**config.mk**
```make
export PLATFORM = sky130hd
export DESIGN_NAME = ssps_regs
export DESIGN_NICKNAME = d
export VERILOG_FILES = /design/src/rtl/core/state_space_plant_step_unit_defines.svh /design/src/rtl/core/ssps_pkg.sv /design/src/rtl/core/ssps_regs.sv
export SDC_FILE = /design/constraint.sdc
export NUM_CORES = 1
export LEC_CHECK = 0
export BUFFER_PORTS_ARGS = -buffer_cell sky130_fd_sc_hd__buf_2
export CELL_PAD_IN_SITES_DETAIL_PLACEMENT = 1
export CELL_PAD_IN_SITES_GLOBAL_PLACEMENT = 1
export CORE_UTILIZATION = 38
export DETAILED_ROUTE_END_ITERATION = 8
export GPL_TIMING_DRIVEN = 0
export PLACE_DENSITY_LB_ADDON = 0.1
export SYNTH_ARGS = -nofsm -noshare
export SYNTH_HDL_FRONTEND = slang
export SYNTH_SLANG_ARGS = --single-unit
```
**constraint.sdc**
```tcl
create_clock -name clk -period 1.4 [get_ports clk]
set_input_delay 0.14 -clock clk [delete_from_list [all_inputs] [get_ports clk]]
set_output_delay 0.14 -clock clk [all_outputs]
set_load 0.05 [all_outputs]
```
**src/rtl/core/state_space_plant_step_unit_defines.svh**
```systemverilog
// assertion macros shared by the plant step unit files
`ifndef STATE_SPACE_PLANT_STEP_UNIT_DEFINES_SVH
`define STATE_SPACE_PLANT_STEP_UNIT_DEFINES_SVH

// same-cycle implication, checked out of reset
`define SSPS_ASSERT_NOW(lbl, clk, rst_n, ante, cons, msg) \
  lbl: assert property (@(posedge clk) disable iff (!rst_n) (ante) |-> (cons)) \
    else $error(msg);

// next-cycle implication, checked out of reset
`define SSPS_ASSERT_NEXT(lbl, clk, rst_n, ante, cons, msg) \
  lbl: assert property (@(posedge clk) disable iff (!rst_n) (ante) |=> (cons)) \
    else $error(msg);

`endif

```
**src/rtl/core/ssps_pkg.sv**
```systemverilog
// types, constants and saturation helpers for the plant step unit
package ssps_pkg;

  localparam int unsigned COEF_W  = 32;
  localparam int unsigned DATA_W  = 32;
  localparam int unsigned STATE_W = 48;
  localparam int unsigned PROD_W  = COEF_W + STATE_W;
  localparam int unsigned SUM_W   = PROD_W + 2;
  localparam int unsigned REG_IDX_W = 3;
  localparam int unsigned ADDR_W  = 5;

  // register indexes on the configuration port
  localparam logic [REG_IDX_W-1:0] REG_G_TOP0 = 3'd0;
  localparam logic [REG_IDX_W-1:0] REG_G_TOP1 = 3'd1;
  localparam logic [REG_IDX_W-1:0] REG_G_TOP2 = 3'd2;
  localparam logic [REG_IDX_W-1:0] REG_H_GAIN = 3'd3;
  localparam logic [REG_IDX_W-1:0] REG_C_OUT0 = 3'd4;
  localparam logic [REG_IDX_W-1:0] REG_C_OUT1 = 3'd5;
  localparam logic [REG_IDX_W-1:0] REG_C_OUT2 = 3'd6;

  localparam logic signed [COEF_W-1:0] RST_G_TOP0 = 32'sd730823350;
  localparam logic signed [COEF_W-1:0] RST_G_TOP1 = -32'sd680122681;
  localparam logic signed [COEF_W-1:0] RST_G_TOP2 = 32'sd216720932;
  localparam logic signed [COEF_W-1:0] RST_H_GAIN = 32'sd268435456;
  localparam logic signed [COEF_W-1:0] RST_C_OUT0 = 32'sd178634;
  localparam logic signed [COEF_W-1:0] RST_C_OUT1 = 32'sd674727;
  localparam logic signed [COEF_W-1:0] RST_C_OUT2 = 32'sd160495;

  typedef struct packed {
    logic signed [COEF_W-1:0] g_top0;
    logic signed [COEF_W-1:0] g_top1;
    logic signed [COEF_W-1:0] g_top2;
    logic signed [COEF_W-1:0] h_gain;
    logic signed [COEF_W-1:0] c_out0;
    logic signed [COEF_W-1:0] c_out1;
    logic signed [COEF_W-1:0] c_out2;
  } coef_bank_t;

  function automatic logic signed [DATA_W-1:0] sat_out(input logic signed [SUM_W-1:0] v);
    logic [SUM_W-DATA_W:0] top;
    top = v[SUM_W-1:DATA_W-1];
    if ((&top) || !(|top)) return v[DATA_W-1:0];
    else if (v[SUM_W-1]) return {1'b1, {(DATA_W-1){1'b0}}};
    else return {1'b0, {(DATA_W-1){1'b1}}};
  endfunction

  function automatic logic signed [STATE_W-1:0] sat_state(input logic signed [SUM_W-1:0] v);
    logic [SUM_W-STATE_W:0] top;
    top = v[SUM_W-1:STATE_W-1];
    if ((&top) || !(|top)) return v[STATE_W-1:0];
    else if (v[SUM_W-1]) return {1'b1, {(STATE_W-1){1'b0}}};
    else return {1'b0, {(STATE_W-1){1'b1}}};
  endfunction

endpackage

```
**src/rtl/core/ssps_regs.sv**
```systemverilog
// coefficient register file behind the configuration port
module ssps_regs
  import ssps_pkg::*;
(
  input  logic              clk,
  input  logic              rst_n,
  input  logic              psel,
  input  logic              penable,
  input  logic              pwrite,
  input  logic [ADDR_W-1:0] paddr,
  input  logic [31:0]       pwdata,
  output logic [31:0]       prdata,
  output logic              pready,
  output coef_bank_t        coef
);

  coef_bank_t           bank_r;
  coef_bank_t           bank_nxt;
  logic [REG_IDX_W-1:0] idx;
  logic                 wr_en;

  assign idx    = paddr[ADDR_W-1:2];
  assign pready = 1'b1;
  assign wr_en  = psel && penable && pwrite;
  assign coef   = bank_r;

  always_comb begin
    bank_nxt = bank_r;
    if (wr_en) begin
      unique case (idx)
        REG_G_TOP0: bank_nxt.g_top0 = pwdata;
        REG_G_TOP1: bank_nxt.g_top1 = pwdata;
        REG_G_TOP2: bank_nxt.g_top2 = pwdata;
        REG_H_GAIN: bank_nxt.h_gain = pwdata;
        REG_C_OUT0: bank_nxt.c_out0 = pwdata;
        REG_C_OUT1: bank_nxt.c_out1 = pwdata;
        REG_C_OUT2: bank_nxt.c_out2 = pwdata;
        default:    bank_nxt = bank_r;
      endcase
    end
  end

  always_comb begin
    unique case (idx)
      REG_G_TOP0: prdata = bank_r.g_top0;
      REG_G_TOP1: prdata = bank_r.g_top1;
      REG_G_TOP2: prdata = bank_r.g_top2;
      REG_H_GAIN: prdata = bank_r.h_gain;
      REG_C_OUT0: prdata = bank_r.c_out0;
      REG_C_OUT1: prdata = bank_r.c_out1;
      REG_C_OUT2: prdata = bank_r.c_out2;
      default:    prdata = '0;
    endcase
  end

  always_ff @(posedge clk) begin
    if (!rst_n) begin
      bank_r.g_top0 <= RST_G_TOP0;
      bank_r.g_top1 <= RST_G_TOP1;
      bank_r.g_top2 <= RST_G_TOP2;
      bank_r.h_gain <= RST_H_GAIN;
      bank_r.c_out0 <= RST_C_OUT0;
      bank_r.c_out1 <= RST_C_OUT1;
      bank_r.c_out2 <= RST_C_OUT2;
    end else begin
      bank_r <= bank_nxt;
    end
  end

endmodule

```
==> impl_metrics.toml <==
[drt]
drt-wirelength-per-cell_um = 27.9
drt_wl_total_mm = 52.9
drt_iter0_drc = 843
drc_errors = 0
first_pass_iters = 5
via_per_inst = 5.82
via_count = 11000
ant_nets = 0

[clock_network]
cts.sinks = 224
htreeDepth = 1
clk_pin_slew_ns = 0.06
clk_path_buf_depth = 3
cts_buffers = 26
cts-root-buf = "clkbuf_16"
clk_latency_ns = 0.55
cts_tree = "yes"

[grt]
grt_use_met1 = 0.458
grt_pass1_vias = 11300
grt_max_degree = 13
grt_use_met2 = 0.621
grt_pass1_wl_mm = 75.0
gr-usage-met3 = 0.0582
antenna_found_initial = 0
overflow = 0
track_usage = 0.369
grt_busiest_layer = "met2"

[synth]
ys_async_sr_fraction = 0
synth-edff-count = 0
synth_cells = 1099
synth_common_cells = "dfxtp_1 (224), mux2i_1 (220), nand2_1 (184), nand3_1 (96), inv_1 (49)"
synth_top_area_cell = "dfxtp_1"
synth.distinct_cells = 36
ys_ff_latch = 224
synthesis.area_mm2 = 0.0103
avgSynthCellArea_um2 = 9.41
ys_top_cells_by_area = "dfxtp_1 (43%), mux2i_1 (21%), nand2_1 (6.7%)"
synthFlopType = "dfxtp_1"
yosysWarnings = 0
yosysSeqAreaShare = 0.434
syn_nets = 1141
synth.most_common_cell = "dfxtp_1"
netlist.area_leader.share = 0.434

[floorplan]
initial_core_util = 0.386
dieHeight_um = 167
core_mm2 = 0.0268
die-area_mm2 = 0.0279
pin_count = 299
fp-row-count = 60
die_w_um = 167

[pwr]
power.share.clock = 0.435
leakagePower_nw = 7.34
finalPower_mw = 15.6
pwr-share-seq = 0.409
switching_power_mw = 4.61
p_int_mw = 11.0
p_per_area_mw_per_mm2 = 1010
pwr-share-comb = 0.156
power_switching_share = 0.295
max-vdd-ir-drop_mv = 0.766

[placement]
gp_congestion = 0.875
dp_hpwl_mm = 36.0
pre_cts_slack_ns = -0.734
portBuffers = 293

[timing]
finalCritPeriodShare = 1.42
report.final.hold_viol_count = 0
fmaxAchievable_mhz = 504
worstMarginPinSlew_ns = 1.11
relSlewSlack = 0.259
clock_skew_ns = 0
fin_ws_ns = -0.583
period_minus_slack_ns = 1.98
final.setup.tns_ns = -11.84
slew_violations = 0
grt_setup_unrepaired = "true"
setup_violations = 33

[worst_setup_path]
cp_max_fo = 2
worst_setup_path_end_kind = "output port"
cp.arrival_ns = 1.84
required_ns = 1.26
max_stage_delay_ns = 0.50
crit_type = "flop to output port"
slowest_stage = "mux4_2"
cp-start-kind = "flop"
path_cells = "mux4_2 > mux2_4 > buf_8"

[worst_hold_path]
hold_path.class = "primary input to flop"

[status]
outcome = "complete, but fails checks"
violations = "negative setup slack"

[flow_run]
maxCapViolations = 0

[finish]
largest_reg_flops = 224
nNetsFinal = 1575
fillers = 3043
area_delta_synth_final_pct = 50.2
drive_gt1_frac = 0.493
diodes = 0
per-stage QoR:
step                utilization  cells  hold slack, ns  cell area (um^2)
finish                    0.580   1894          0.0823             15500
detailed placement        0.490   1733           0.415             13100
global route              0.580   1894          0.0951             15500
floorplan                     -   1099           0.275             11200
CTS                       0.571   1892          0.0725             15300
global placement          0.490   1733           0.407             13100
final timing paths:
kind                             to  depth (start not counted)  slack (ns)                   start
max                      prdata[17]                          3       -0.58  coef[113]$_SDFFE_PN0P_
min          coef[192]$_SDFFE_PN0P_                          4        0.08                paddr[4]
max reg2reg  coef[167]$_SDFFE_PN1P_                          4        0.48  coef[167]$_SDFFE_PN1P_
min reg2reg   coef[27]$_SDFFE_PN0P_                          2        0.47   coef[27]$_SDFFE_PN0P_
area by class of cell:
cell class | count | area [um^2] | area share
plain buffers | 99 | 693 | 0.0446
clock buffers | 36 | 781 | 0.0503
clock inverters | 12 | 58.8 | 0.00379
inverters | 49 | 186 | 0.0120
multi-input cells | 727 | 5800 | 0.374
flip-flops and latches | 224 | 4850 | 0.312
well taps | 341 | 427 | 0.0275
repair buffers | 406 | 2740 | 0.176
cells by family (layout without fill, tap and decap cells):
family                 Yosys count  in the layout  synth area share
and+or+nand+nor                335            335             0.152
muxes                          234            234             0.229
other                            1              1          0.000363
AOI/OAI and AO/OA              157            157             0.115
buffers and inverters          148            602            0.0698
DFF                            224            224             0.434
critical path, delay by kind of cell (launching register included):
| family | cells | cell delay [ns] |
|---|---|---|
| DFF | 1 | 0.32 |
| buffers and inverters | 1 | 0.16 |
| muxes | 2 | 0.82 |
layer usage:
metal / up-vias / part of all wire
li1: 4770 / -
met1: 5590 / 0.41
met2: 522 / 0.47
met3: 137 / 0.066
met4: 0 / 0.048
met5: - / 0
power by group through the flow:
stage | clock network [mW] | registers [mW] | logic (mW)
6_report | 6.80 | 6.39 | 2.44
5_1_grt | 7.03 | 6.39 | 2.49
4_1_cts | 6.79 | 6.39 | 2.37
3_5_place_dp | 0 | 6.54 | 2.11
3_3_place_gp | 0 | 6.54 | 2.09
2_1_floorplan | 0 | 6.72 | 1.20
layout by cell type, fill, tap and decap left out, drive strengths merged:
| cell type | instances |
|---|---|
| a21oi | 16 |
| a221oi | 19 |
| a2bb2oi | 12 |
| a32oi | 12 |
| and3b | 1 |
| and4 | 1 |
| and4b | 1 |
| buf | 391 |
| clkbuf | 114 |
| clkdlybuf4s15 | 3 |
| clkinv | 11 |
| clkinvlp | 1 |
| conb | 1 |
| dfxtp | 224 |
| dlygate4sd3 | 33 |
| inv | 49 |
| mux2 | 13 |
| mux2i | 220 |
| mux4 | 1 |
| nand2 | 188 |
| nand2b | 10 |
| nand3 | 97 |
| nand4 | 1 |
| nand4b | 1 |
| nor2 | 5 |
| nor2b | 28 |
| nor3 | 2 |
| o211ai | 48 |
| o21ai | 30 |
| o221a | 19 |
| o2bb2ai | 1 |
repair_timing:
action / 4_1_cts / 5_1_grt
pin swaps: 45 / 17
endpoints found under the setup margin: 54 / 88
endpoints found under the hold margin: 101 / 0
buffers inserted: 78 / 6
resized for setup: 150 / 79
hold buffers: 33 / 0
No activity file was read; power rests on OpenSTA's default activity.
